===== src/hw/rtl/pitt_pkg.sv =====
// Shared types and constants of the polled interrupt timer table.
`timescale 1ns / 1ps

package pitt_pkg;

  localparam int TABLE_ENTRIES_DEF = 16;

  localparam int OP_W       = 2;
  localparam int LINE_W     = 16;
  localparam int IVL_W      = 16;
  localparam int PERIOD_W   = 16;
  localparam int STATUS_W   = 3;
  localparam int CNT_OUT_W  = 5;
  localparam int CFG_IDX_W  = 1;
  localparam int CFG_DATA_W = 16;

  localparam logic [PERIOD_W-1:0] RESET_PERIOD = 16'd50;

  typedef enum logic [OP_W-1:0] {
    OP_ADD,
    OP_DELETE,
    OP_TICK,
    OP_NOP
  } op_t;

  typedef enum logic [STATUS_W-1:0] {
    ST_DONE,
    ST_FULL,
    ST_NOT_FOUND,
    ST_FIRED,
    ST_NONE
  } status_t;

  typedef enum logic [CFG_IDX_W-1:0] {
    REG_POLL_PERIOD,
    REG_RELOAD_MODE
  } reg_idx_t;

  typedef enum logic [2:0] {
    S_IDLE,
    S_DECODE,
    S_ADD,
    S_DEL_SCAN,
    S_DEL_MOVE,
    S_TICK_SCAN,
    S_TICK_END,
    S_FINISH
  } state_t;

  typedef enum logic [1:0] {
    RD_ZERO,
    RD_IDX,
    RD_NEXT,
    RD_TAIL
  } rd_sel_t;

  typedef enum logic [1:0] {
    WR_NONE,
    WR_ADD,
    WR_MOVE,
    WR_TICK
  } wr_sel_t;

  typedef enum logic [1:0] {
    EM_NONE,
    EM_PEND,
    EM_CODE
  } emit_t;

  // controller -> datapath
  typedef struct packed {
    logic    accept;
    logic    start;
    rd_sel_t rd_sel;
    wr_sel_t wr_sel;
    logic    idx_inc;
    logic    cnt_inc;
    logic    cnt_dec;
    logic    pend_load;
    emit_t   emit;
    logic    emit_last;
    status_t code;
  } cmd_t;

  // datapath -> controller
  typedef struct packed {
    op_t  op;
    logic empty;
    logic full;
    logic scan_last;
    logic match;
    logic fire;
    logic pend_valid;
    logic out_free;
    logic disabled;
  } stat_t;

endpackage


===== src/hw/rtl/pitt_ifs.sv =====
// Channel interfaces: input items, result items and configuration writes.
`timescale 1ns / 1ps

interface pitt_item_if;
  logic                        valid;
  logic                        ready;
  logic [pitt_pkg::OP_W-1:0]   operation;
  logic [pitt_pkg::LINE_W-1:0] irq_line;
  logic [pitt_pkg::IVL_W-1:0]  interval;

  modport source (output valid, operation, irq_line, interval, input ready);
  modport sink   (input valid, operation, irq_line, interval, output ready);
endinterface

interface pitt_result_if;
  logic                           valid;
  logic                           ready;
  logic [pitt_pkg::LINE_W-1:0]    fired_line;
  logic [pitt_pkg::STATUS_W-1:0]  status;
  logic [pitt_pkg::CNT_OUT_W-1:0] fill_level;
  logic                           last;

  modport source (output valid, fired_line, status, fill_level, last, input ready);
  modport sink   (input valid, fired_line, status, fill_level, last, output ready);
endinterface

interface pitt_cfg_if;
  logic                            valid;
  logic                            ready;
  logic [pitt_pkg::CFG_IDX_W-1:0]  index;
  logic [pitt_pkg::CFG_DATA_W-1:0] data;

  modport source (output valid, index, data, input ready);
  modport sink   (input valid, index, data, output ready);
endinterface


===== src/hw/rtl/pitt_ctrl.sv =====
// Sequencing state machine of the polled interrupt timer table.
`timescale 1ns / 1ps

module pitt_ctrl (
  input  logic            clk,
  input  logic            rst,
  input  logic            in_valid,
  output logic            in_ready,
  input  pitt_pkg::stat_t stat,
  output pitt_pkg::cmd_t  cmd
);

  pitt_pkg::state_t state;
  pitt_pkg::state_t state_next;
  logic             advance;

  // tick scan stalls only when a second firing must push out the held one while the result register is busy
  assign advance = !(stat.fire && stat.pend_valid && !stat.out_free);

  always_ff @(posedge clk) begin
    if (rst) begin
      state <= pitt_pkg::S_IDLE;
    end else begin
      state <= state_next;
    end
  end

  always_comb begin
    state_next = state;
    case (state)
      pitt_pkg::S_IDLE: begin
        if (in_valid) state_next = pitt_pkg::S_DECODE;
      end
      pitt_pkg::S_DECODE: begin
        case (stat.op)
          pitt_pkg::OP_ADD: state_next = pitt_pkg::S_ADD;
          pitt_pkg::OP_DELETE: begin
            state_next = stat.empty ? pitt_pkg::S_FINISH : pitt_pkg::S_DEL_SCAN;
          end
          pitt_pkg::OP_TICK: begin
            state_next = (stat.empty || stat.disabled) ? pitt_pkg::S_FINISH
                                                       : pitt_pkg::S_TICK_SCAN;
          end
          default: state_next = pitt_pkg::S_FINISH;
        endcase
      end
      pitt_pkg::S_ADD: begin
        if (stat.out_free) state_next = pitt_pkg::S_IDLE;
      end
      pitt_pkg::S_DEL_SCAN: begin
        if (stat.match) state_next = pitt_pkg::S_DEL_MOVE;
        else if (stat.scan_last) state_next = pitt_pkg::S_FINISH;
      end
      pitt_pkg::S_DEL_MOVE: begin
        if (stat.out_free) state_next = pitt_pkg::S_IDLE;
      end
      pitt_pkg::S_TICK_SCAN: begin
        if (advance && stat.scan_last) state_next = pitt_pkg::S_TICK_END;
      end
      pitt_pkg::S_TICK_END: begin
        if (stat.out_free) state_next = pitt_pkg::S_IDLE;
      end
      pitt_pkg::S_FINISH: begin
        if (stat.out_free) state_next = pitt_pkg::S_IDLE;
      end
      default: state_next = pitt_pkg::S_IDLE;
    endcase
  end

  always_comb begin
    in_ready      = 1'b0;
    cmd           = '0;
    cmd.rd_sel    = pitt_pkg::RD_ZERO;
    cmd.wr_sel    = pitt_pkg::WR_NONE;
    cmd.emit      = pitt_pkg::EM_NONE;
    cmd.code      = pitt_pkg::ST_DONE;
    case (state)
      pitt_pkg::S_IDLE: begin
        in_ready   = 1'b1;
        cmd.accept = in_valid;
      end
      pitt_pkg::S_DECODE: begin
        cmd.start = 1'b1;
      end
      pitt_pkg::S_ADD: begin
        if (stat.out_free) begin
          cmd.emit      = pitt_pkg::EM_CODE;
          cmd.emit_last = 1'b1;
          if (stat.full) begin
            cmd.code = pitt_pkg::ST_FULL;
          end else begin
            cmd.code    = pitt_pkg::ST_DONE;
            cmd.wr_sel  = pitt_pkg::WR_ADD;
            cmd.cnt_inc = 1'b1;
          end
        end
      end
      pitt_pkg::S_DEL_SCAN: begin
        if (stat.match) begin
          cmd.rd_sel = pitt_pkg::RD_TAIL;
        end else if (stat.scan_last) begin
          cmd.rd_sel = pitt_pkg::RD_IDX;
        end else begin
          cmd.rd_sel  = pitt_pkg::RD_NEXT;
          cmd.idx_inc = 1'b1;
        end
      end
      pitt_pkg::S_DEL_MOVE: begin
        cmd.rd_sel = pitt_pkg::RD_TAIL;
        if (stat.out_free) begin
          cmd.wr_sel    = pitt_pkg::WR_MOVE;
          cmd.cnt_dec   = 1'b1;
          cmd.emit      = pitt_pkg::EM_CODE;
          cmd.emit_last = 1'b1;
          cmd.code      = pitt_pkg::ST_DONE;
        end
      end
      pitt_pkg::S_TICK_SCAN: begin
        if (advance) begin
          cmd.wr_sel  = pitt_pkg::WR_TICK;
          cmd.rd_sel  = stat.scan_last ? pitt_pkg::RD_IDX : pitt_pkg::RD_NEXT;
          cmd.idx_inc = !stat.scan_last;
          if (stat.fire) begin
            cmd.pend_load = 1'b1;
            if (stat.pend_valid) cmd.emit = pitt_pkg::EM_PEND;
          end
        end else begin
          cmd.rd_sel = pitt_pkg::RD_IDX;
        end
      end
      pitt_pkg::S_TICK_END: begin
        if (stat.out_free) begin
          cmd.emit_last = 1'b1;
          cmd.code      = pitt_pkg::ST_NONE;
          cmd.emit      = stat.pend_valid ? pitt_pkg::EM_PEND : pitt_pkg::EM_CODE;
        end
      end
      pitt_pkg::S_FINISH: begin
        if (stat.out_free) begin
          cmd.emit      = pitt_pkg::EM_CODE;
          cmd.emit_last = 1'b1;
          case (stat.op)
            pitt_pkg::OP_DELETE: cmd.code = pitt_pkg::ST_NOT_FOUND;
            pitt_pkg::OP_TICK:   cmd.code = pitt_pkg::ST_NONE;
            default:             cmd.code = pitt_pkg::ST_DONE;
          endcase
        end
      end
      default: begin
        cmd.rd_sel = pitt_pkg::RD_ZERO;
      end
    endcase
  end

endmodule


===== src/hw/rtl/pitt_datapath.sv =====
// Table memories, counters, configuration registers and result register.
`timescale 1ns / 1ps

module pitt_datapath #(
  parameter int TABLE_ENTRIES = pitt_pkg::TABLE_ENTRIES_DEF
) (
  input  logic                            clk,
  input  logic                            rst,
  input  pitt_pkg::cmd_t                  cmd,
  output pitt_pkg::stat_t                 stat,
  input  logic [pitt_pkg::OP_W-1:0]       in_operation,
  input  logic [pitt_pkg::LINE_W-1:0]     in_irq_line,
  input  logic [pitt_pkg::IVL_W-1:0]      in_interval,
  input  logic                            cfg_write,
  input  logic [pitt_pkg::CFG_IDX_W-1:0]  cfg_index,
  input  logic [pitt_pkg::CFG_DATA_W-1:0] cfg_data,
  output logic                            out_valid,
  input  logic                            out_ready,
  output logic [pitt_pkg::LINE_W-1:0]     out_line,
  output logic [pitt_pkg::STATUS_W-1:0]   out_status,
  output logic [pitt_pkg::CNT_OUT_W-1:0]  out_count,
  output logic                            out_last
);

  localparam int IDX_W = (TABLE_ENTRIES > 1) ? $clog2(TABLE_ENTRIES) : 1;
  localparam int CNT_W = $clog2(TABLE_ENTRIES + 1);
  localparam logic [CNT_W-1:0] CNT_MAX = CNT_W'(TABLE_ENTRIES);

  pitt_pkg::op_t                 op_q;
  logic [pitt_pkg::LINE_W-1:0]   line_q;
  logic [pitt_pkg::IVL_W-1:0]    ivl_q;
  logic [pitt_pkg::PERIOD_W-1:0] poll_period;
  logic                          reload_mode;
  logic [CNT_W-1:0]              count;
  logic [CNT_W-1:0]              count_next;
  logic [IDX_W-1:0]              idx;
  logic                          pend_valid;
  logic [pitt_pkg::LINE_W-1:0]   pend_line;

  logic [pitt_pkg::LINE_W-1:0]   line_mem [TABLE_ENTRIES];
  logic [pitt_pkg::IVL_W-1:0]    ivl_mem  [TABLE_ENTRIES];
  logic [pitt_pkg::IVL_W-1:0]    cd_mem   [TABLE_ENTRIES];
  logic [pitt_pkg::LINE_W-1:0]   line_rd;
  logic [pitt_pkg::IVL_W-1:0]    ivl_rd;
  logic [pitt_pkg::IVL_W-1:0]    cd_rd;

  logic [CNT_W-1:0]              tail;
  logic [IDX_W-1:0]              rd_addr;
  logic [IDX_W-1:0]              wr_addr;
  logic                          wr_entry;
  logic                          wr_cd;
  logic [pitt_pkg::LINE_W-1:0]   line_wr;
  logic [pitt_pkg::IVL_W-1:0]    ivl_wr;
  logic [pitt_pkg::IVL_W-1:0]    cd_wr;
  logic [pitt_pkg::IVL_W-1:0]    cd_tick;
  logic                          fire;

  assign tail = count - CNT_W'(1);
  assign fire = (cd_rd <= pitt_pkg::IVL_W'(1));

  always_comb begin
    case (cmd.rd_sel)
      pitt_pkg::RD_IDX:  rd_addr = idx;
      pitt_pkg::RD_NEXT: rd_addr = idx + IDX_W'(1);
      pitt_pkg::RD_TAIL: rd_addr = tail[IDX_W-1:0];
      default:           rd_addr = '0;
    endcase
  end

  // a firing entry reloads, any other counts down by one
  always_comb begin
    if (fire) begin
      cd_tick = reload_mode ? ivl_rd : poll_period;
    end else begin
      cd_tick = cd_rd - pitt_pkg::IVL_W'(1);
    end
  end

  always_comb begin
    wr_entry = 1'b0;
    wr_cd    = 1'b0;
    wr_addr  = idx;
    line_wr  = line_q;
    ivl_wr   = ivl_q;
    cd_wr    = ivl_q;
    case (cmd.wr_sel)
      pitt_pkg::WR_ADD: begin
        wr_entry = 1'b1;
        wr_cd    = 1'b1;
        wr_addr  = count[IDX_W-1:0];
      end
      pitt_pkg::WR_MOVE: begin
        wr_entry = 1'b1;
        wr_cd    = 1'b1;
        line_wr  = line_rd;
        ivl_wr   = ivl_rd;
        cd_wr    = cd_rd;
      end
      pitt_pkg::WR_TICK: begin
        wr_cd = 1'b1;
        cd_wr = cd_tick;
      end
      default: begin
        wr_cd = 1'b0;
      end
    endcase
  end

  always_ff @(posedge clk) begin
    if (wr_entry) begin
      line_mem[wr_addr] <= line_wr;
      ivl_mem[wr_addr]  <= ivl_wr;
    end
    if (wr_cd) begin
      cd_mem[wr_addr] <= cd_wr;
    end
    line_rd <= line_mem[rd_addr];
    ivl_rd  <= ivl_mem[rd_addr];
    cd_rd   <= cd_mem[rd_addr];
  end

  always_comb begin
    count_next = count;
    if (cmd.cnt_inc) count_next = count + CNT_W'(1);
    else if (cmd.cnt_dec) count_next = tail;
  end

  always_ff @(posedge clk) begin
    if (cmd.accept) begin
      op_q   <= pitt_pkg::op_t'(in_operation);
      line_q <= in_irq_line;
      ivl_q  <= in_interval;
    end
    if (cmd.start) begin
      idx <= '0;
    end else if (cmd.idx_inc) begin
      idx <= idx + IDX_W'(1);
    end
    if (cmd.pend_load) begin
      pend_line <= line_rd;
    end
    if (cmd.emit != pitt_pkg::EM_NONE) begin
      out_count <= pitt_pkg::CNT_OUT_W'(count_next);
      out_last  <= cmd.emit_last;
      if (cmd.emit == pitt_pkg::EM_PEND) begin
        out_line   <= pend_line;
        out_status <= pitt_pkg::ST_FIRED;
      end else begin
        out_line   <= '0;
        out_status <= cmd.code;
      end
    end
  end

  always_ff @(posedge clk) begin
    if (rst) begin
      count       <= '0;
      pend_valid  <= 1'b0;
      out_valid   <= 1'b0;
      poll_period <= pitt_pkg::RESET_PERIOD;
      reload_mode <= 1'b0;
    end else begin
      count <= count_next;
      if (cmd.start) begin
        pend_valid <= 1'b0;
      end else if (cmd.pend_load) begin
        pend_valid <= 1'b1;
      end
      if (cmd.emit != pitt_pkg::EM_NONE) begin
        out_valid <= 1'b1;
      end else if (out_ready) begin
        out_valid <= 1'b0;
      end
      if (cfg_write) begin
        case (pitt_pkg::reg_idx_t'(cfg_index))
          pitt_pkg::REG_POLL_PERIOD: poll_period <= cfg_data;
          pitt_pkg::REG_RELOAD_MODE: reload_mode <= cfg_data[0];
          default:                   reload_mode <= reload_mode;
        endcase
      end
    end
  end

  always_comb begin
    stat            = '0;
    stat.op         = op_q;
    stat.empty      = (count == '0);
    stat.full       = (count == CNT_MAX);
    stat.scan_last  = ((CNT_W'(idx) + CNT_W'(1)) == count);
    stat.match      = (line_rd == line_q);
    stat.fire       = fire;
    stat.pend_valid = pend_valid;
    stat.out_free   = !out_valid || out_ready;
    stat.disabled   = !reload_mode && (poll_period == '0);
  end

endmodule


===== src/hw/rtl/polled_interrupt_timer_table_core.sv =====
// Top level of the polled interrupt timer table.
`timescale 1ns / 1ps

// Channel   Dir  Beat contents                               Handshake
// items     in   operation, irq_line, interval               valid/ready
// results   out  fired_line, status, fill_level, last        valid/ready
// cfg       in   index (0 poll_period, 1 reload_mode), data  valid/ready, ready high out of reset
//
// Scans: delete reads the table in order up to the match; tick reads one table entry per
//   cycle, unless its scan stalls, through the single read port of each table memory;
//   a disabled tick or an empty table skips the scan.
// Reset: synchronous rst clears the entry count, the FSM and the result register;
//   table contents are not cleared and are only read below the entry count.
// Stalls: one result register; a new item is taken while the last beat waits.
//   A tick stalls its scan only when a second firing entry finds that register busy.

module polled_interrupt_timer_table_core #(
  parameter int TABLE_ENTRIES = pitt_pkg::TABLE_ENTRIES_DEF
) (
  input  logic          clk,
  input  logic          rst,
  pitt_item_if.sink     items,
  pitt_result_if.source results,
  pitt_cfg_if.sink      cfg
);

  pitt_pkg::cmd_t  cmd;
  pitt_pkg::stat_t stat;
  logic            in_ready;

  // configuration writes are register loads; no beat taken in reset
  assign cfg.ready   = !rst;
  assign items.ready = in_ready && !rst;

  pitt_ctrl u_ctrl (
    .clk      (clk),
    .rst      (rst),
    .in_valid (items.valid),
    .in_ready (in_ready),
    .stat     (stat),
    .cmd      (cmd)
  );

  // table memories, scan index, held firing and result register
  pitt_datapath #(
    .TABLE_ENTRIES (TABLE_ENTRIES)
  ) u_datapath (
    .clk          (clk),
    .rst          (rst),
    .cmd          (cmd),
    .stat         (stat),
    .in_operation (items.operation),
    .in_irq_line  (items.irq_line),
    .in_interval  (items.interval),
    .cfg_write    (cfg.valid),
    .cfg_index    (cfg.index),
    .cfg_data     (cfg.data),
    .out_valid    (results.valid),
    .out_ready    (results.ready),
    .out_line     (results.fired_line),
    .out_status   (results.status),
    .out_count    (results.fill_level),
    .out_last     (results.last)
  );

endmodule


===== src/flat_wrapper.sv =====
// flat-port wrapper written by rule: the top's interface ports become plain ports
module polled_interrupt_timer_table_core_flat 
#(
  parameter int TABLE_ENTRIES = pitt_pkg::TABLE_ENTRIES_DEF
)
  (clk, rst, items_valid, items_operation, items_irq_line, items_interval, items_ready, results_valid, results_fired_line, results_status, results_fill_level, results_last, results_ready, cfg_valid, cfg_index, cfg_data, cfg_ready);
  pitt_item_if items_i ();
  pitt_result_if results_i ();
  pitt_cfg_if cfg_i ();
  input  logic clk;
  input  logic rst;
  input wire logic [$bits(items_i.valid)-1:0] items_valid;
  input wire logic [$bits(items_i.operation)-1:0] items_operation;
  input wire logic [$bits(items_i.irq_line)-1:0] items_irq_line;
  input wire logic [$bits(items_i.interval)-1:0] items_interval;
  output wire logic [$bits(items_i.ready)-1:0] items_ready;
  output wire logic [$bits(results_i.valid)-1:0] results_valid;
  output wire logic [$bits(results_i.fired_line)-1:0] results_fired_line;
  output wire logic [$bits(results_i.status)-1:0] results_status;
  output wire logic [$bits(results_i.fill_level)-1:0] results_fill_level;
  output wire logic [$bits(results_i.last)-1:0] results_last;
  input wire logic [$bits(results_i.ready)-1:0] results_ready;
  input wire logic [$bits(cfg_i.valid)-1:0] cfg_valid;
  input wire logic [$bits(cfg_i.index)-1:0] cfg_index;
  input wire logic [$bits(cfg_i.data)-1:0] cfg_data;
  output wire logic [$bits(cfg_i.ready)-1:0] cfg_ready;
  assign items_i.valid = items_valid;
  assign items_i.operation = items_operation;
  assign items_i.irq_line = items_irq_line;
  assign items_i.interval = items_interval;
  assign items_ready = items_i.ready;
  assign results_valid = results_i.valid;
  assign results_fired_line = results_i.fired_line;
  assign results_status = results_i.status;
  assign results_fill_level = results_i.fill_level;
  assign results_last = results_i.last;
  assign results_i.ready = results_ready;
  assign cfg_i.valid = cfg_valid;
  assign cfg_i.index = cfg_index;
  assign cfg_i.data = cfg_data;
  assign cfg_ready = cfg_i.ready;
  polled_interrupt_timer_table_core #(.TABLE_ENTRIES(TABLE_ENTRIES)) u_core (.clk(clk), .rst(rst), .items(items_i), .results(results_i), .cfg(cfg_i));
endmodule

===== config.mk =====
export PLATFORM = sky130hd
export DESIGN_NAME = polled_interrupt_timer_table_core_flat
export DESIGN_NICKNAME = d
export VERILOG_FILES = /design/src/hw/rtl/pitt_pkg.sv /design/src/hw/rtl/pitt_ifs.sv /design/src/hw/rtl/pitt_ctrl.sv /design/src/hw/rtl/pitt_datapath.sv /design/src/hw/rtl/polled_interrupt_timer_table_core.sv /design/src/flat_wrapper.sv
export SDC_FILE = /design/constraint.sdc
export NUM_CORES = 1
export LEC_CHECK = 0
export BUFFER_PORTS_ARGS = -buffer_cell sky130_fd_sc_hd__buf_4
export CORE_MARGIN = 1
export CORE_UTILIZATION = 50
export CTS_CLUSTER_SIZE = 28
export DETAILED_ROUTE_END_ITERATION = 16
export MAX_ROUTING_LAYER = met4
export PLACE_DENSITY = 0.72
export SKIP_LAST_GASP = 1
export SLEW_MARGIN = 15
export SYNTH_ARGS = -nofsm -noshare
export SYNTH_HDL_FRONTEND = slang
export SYNTH_HIERARCHICAL = 1
export SYNTH_SLANG_ARGS = --single-unit

===== constraint.sdc =====
create_clock -name clk -period 8.5 [get_ports clk]
set_input_delay 0.425 -clock clk [delete_from_list [all_inputs] [get_ports clk]]
set_output_delay 0.425 -clock clk [all_outputs]
set_load 0.05 [all_outputs]

==> results.cfg <==
[outcome]
status = completed

[global_routing]
track_usage_pct = 29.8
grt_pass1_vias = 26500
grt_remaining_overflow = 0
grt_pass1_wl_mm = 169
grt_max_degree = 134
antenna_found_initial = 2

[layout]
synthToLayoutAreaGrowth_pct = 12.9
fin_area_mm2 = 0.0443
final_util_pct = 57.1
fin_nets = 3106
drive_gt1_share_pct = 12.4
multiInputGateArea_mm2 = 0.0115
num-fill-cells = 6112
register_area_mm2 = 0.0269

[synthesis]
synth_top_cell_by_area = edfxtp_1
synth_ff_type = edfxtp_1
synth_top_area_share_pct = 64.4
syn-instance-count = 3001
seq_area_frac_synth_pct = 68.5
synthesis.area_mm2 = 0.0393
synth_edf_count = 843
synth_area_leaders = edfxtp_1, nand2_1, dfxtp_1, nand3_1, mux2i_1
syn_area_per_cell_um2 = 13.1
synth_seq_cells = 922
ys.warnings.count = 6
ys_types = 74
async_flop_share_pct = 0
synthesis.nets = 3067

[sta]
fin_crit_ns = 6.12
timing_worst_slew_pin_value_ns = 1.15
tns_ns = 0
hold_viol_final = 0
slew_headroom_pct = 23.4
finalSetupViolations = 0
grt_setup_unrepaired = false
maxSlewViolCount = 0
skew_ns = 0.0178
fmax_ghz = 0.163
period_share_pct = 72.0

[power_and_ir_drop]
leakagePower_nw = 14.9
powerDensity_mw_per_mm2 = 353
vdd_drop_max_v = 0.000283

[worst_setup_path]
timing.rr.start = u_core/u_datapath/cd_rd[4]
arrival_ns = 6.60
start_kind = flip-flop
reg2reg_slack_ns = 2.38
endpoint = u_core/u_datapath/cd_rd[3]
reg2regPathDepth = 16
path_class = reg -> reg
r2r-end = u_core/u_datapath/cd_rd[3]
startpoint = u_core/u_datapath/cd_rd[4]
cp.required_ns = 8.98
end_kind = flip-flop
critPathMaxFanout = 133

[route]
dr.pass1.iters = 8
drc = 0
wirelength_mm = 116
via_per_inst = 6.68
antenna_left = 0
vias = 27800
avgRoutedWirePerCell_um = 28.0
drtIter0Drc = 4012

[clock_network]
cts_resized = 0
cts_root_buf = clkbuf_16
cts_max_level = 3
clk_pin_slew_ns = 0.06
cts_max_path_buffers = 3
cts_tree = yes
numCtsBuffers = 88
clock_latency_ns = 0.66
cts.sinks = 922

[min_path]
hold_class = in -> reg
whs_path_depth = 3

[placement]
gp_congestion = 0.929
io_buffers = 83
hpwl_mm = 63.0
postPlaceCellArea_mm2 = 0.0410

[job]
drv_cap = 0

[floorplan]
start_util_pct = 50.6
row_count = 102
die-area_mm2 = 0.0797
ios = 84
core-area_mm2 = 0.0776
die_h_um = 282
dieWidth_um = 282
## worst max-delay path, cell delays in order (launching register included)
cell and delay, ns:
dfxtp_1 0.40, nor4_2 0.50, nand3b_1 0.23, nor4b_2 0.41, buf_4 0.39, nand2_1 0.11, or2_2 0.30, nand3_1 0.11
a31o_4 0.20, buf_4 0.61, nand2_1 0.28, a31oi_4 0.62, buf_12 0.55, a2111oi_0 0.20, a31oi_1 0.18, o22ai_1 0.12
a221oi_1 0.59
## placed cells by master (no fill, tap or decap), types with 19 or more instances in the layout
master,instances
a2111oi_0,19
o21ai_0,50
and2_1,37
a32o_1,34
a32oi_1,47
o22ai_1,40
edfxtp_1,843
buf_4,150
clkbuf_16,89
o211ai_1,22
a22o_1,46
a31oi_1,30
dlygate4sd3_1,36
inv_1,34
nand2_1,441
nor2_1,69
nand3_1,228
a221oi_1,48
dfxtp_1,78
o32a_1,19
o32ai_1,38
a222oi_1,28
a22oi_1,44
a21oi_1,126
xnor2_1,26
and3_1,59
mux2_2,32
mux2i_1,102
nand4_1,28
## metrics by stage
step / std cells / power (mW) / hold slack (ns) / worst slack, ns
6_report: 4154 / 15.6 / 0.0391 / 2.38
5_1_grt: 4154 / 16.2 / 0.0458 / 2.16
4_1_cts: 4152 / 15.5 / 0.0190 / 2.59
3_5_place_dp: 3953 / 11.6 / 0.472 / 2.63
3_3_place_gp: 3953 / 11.4 / 0.459 / 2.82
2_1_floorplan: 3001 / 9.78 / 0.445 / 3.50
## synth_stat cells (26+ instances only)
| library cell | number |
|---|---|
| mux2i_1 | 103 |
| mux2_2 | 33 |
| a22o_1 | 46 |
| buf_2 | 67 |
| o32ai_1 | 38 |
| dfxtp_1 | 79 |
| a32o_1 | 34 |
| a221oi_1 | 48 |
| edfxtp_1 | 843 |
| inv_1 | 34 |
| nand4_1 | 28 |
| a31oi_1 | 31 |
| a222oi_1 | 28 |
| o21ai_0 | 50 |
| a22oi_1 | 44 |
| a32oi_1 | 47 |
| clkbuf_1 | 132 |
| a21oi_1 | 127 |
| nor2_1 | 89 |
| xnor2_1 | 26 |
| and3_1 | 59 |
| nand3_1 | 229 |
| and2_1 | 39 |
| nand2_1 | 442 |
| o22ai_1 | 40 |
## worst min path at each step
stage,start,to,slack [ns]
after floorplan,u_core/u_datapath/line_rd[0],u_core/u_datapath/pend_line[0],0.45
after global placement,u_core/u_datapath/line_rd[15],u_core/u_datapath/pend_line[15],0.46
after detailed placement,u_core/u_datapath/line_rd[15],u_core/u_datapath/pend_line[15],0.47
after CTS,cfg_data[7],u_core/u_datapath/poll_period[7],0.02
after global routing,cfg_data[1],u_core/u_datapath/poll_period[1],0.05
final,cfg_data[8],u_core/u_datapath/poll_period[8],0.04
## per-layer routing
metal	vias up	GRT usage (%)	routed length, um
met5	-	-	0
met2	2157	44.5	52100
li1	11700	-	-
met4	0	12.9	4950
met3	337	5.76	15900
met1	13500	39.8	43400
## layout make-up
class                           count  share of cell area (%)
Multi-Input combinational cell   1801                    25.9
Tap cell                         1040                    2.93
Inverter                           36                   0.305
Sequential cell                   922                    60.7
Antenna cell                        1                 0.00564
Clock buffer                      119                    5.55
Timing Repair Buffer              191                    3.56
Clock inverter                     44                    1.06
## sequential cells by signal, summed over array words and instances (netlist names), 2 cells and up
signal	cells
u_core/u_ctrl/state	3
u_core/u_datapath/cd_mem	256
u_core/u_datapath/cd_rd	16
u_core/u_datapath/count	5
u_core/u_datapath/idx	4
u_core/u_datapath/ivl_mem	256
u_core/u_datapath/ivl_q	16
u_core/u_datapath/ivl_rd	16
u_core/u_datapath/line_mem	256
u_core/u_datapath/line_q	16
u_core/u_datapath/line_rd	16
u_core/u_datapath/op_q	2
u_core/u_datapath/out_count	5
u_core/u_datapath/out_line	16
u_core/u_datapath/out_status	3
u_core/u_datapath/pend_line	16
u_core/u_datapath/poll_period	16
## cell families after synthesis
group	after synthesis	share of synthesized area (%)
flops	922	68.5
fa+ha+maj	10	0.319
xor+xnor	39	0.870
mux	136	3.57
buf+inv	278	3.10
compound gates	633	12.1
simple gates	983	11.6
## report_power, final
group | switching, mW | leakage [nW] | internal, mW | total (mW)
Sequential | 0.460 | 8.28 | 6.05 | 6.51
Combinational | 3.60 | 5.22 | 1.56 | 5.15
Clock | 1.69 | 1.43 | 2.28 | 3.97
Total | 5.74 | 14.9 | 9.89 | 15.6
## what timing repair did
| item | CTS | global route |
|---|---|---|
| buffers inserted | 0 | 0 |
| hold buffers | 36 | 0 |
| endpoints found under the setup margin | 0 | 0 |
| endpoints found under the hold margin | 36 | 0 |
No activity file was read; power rests on OpenSTA's default activity.
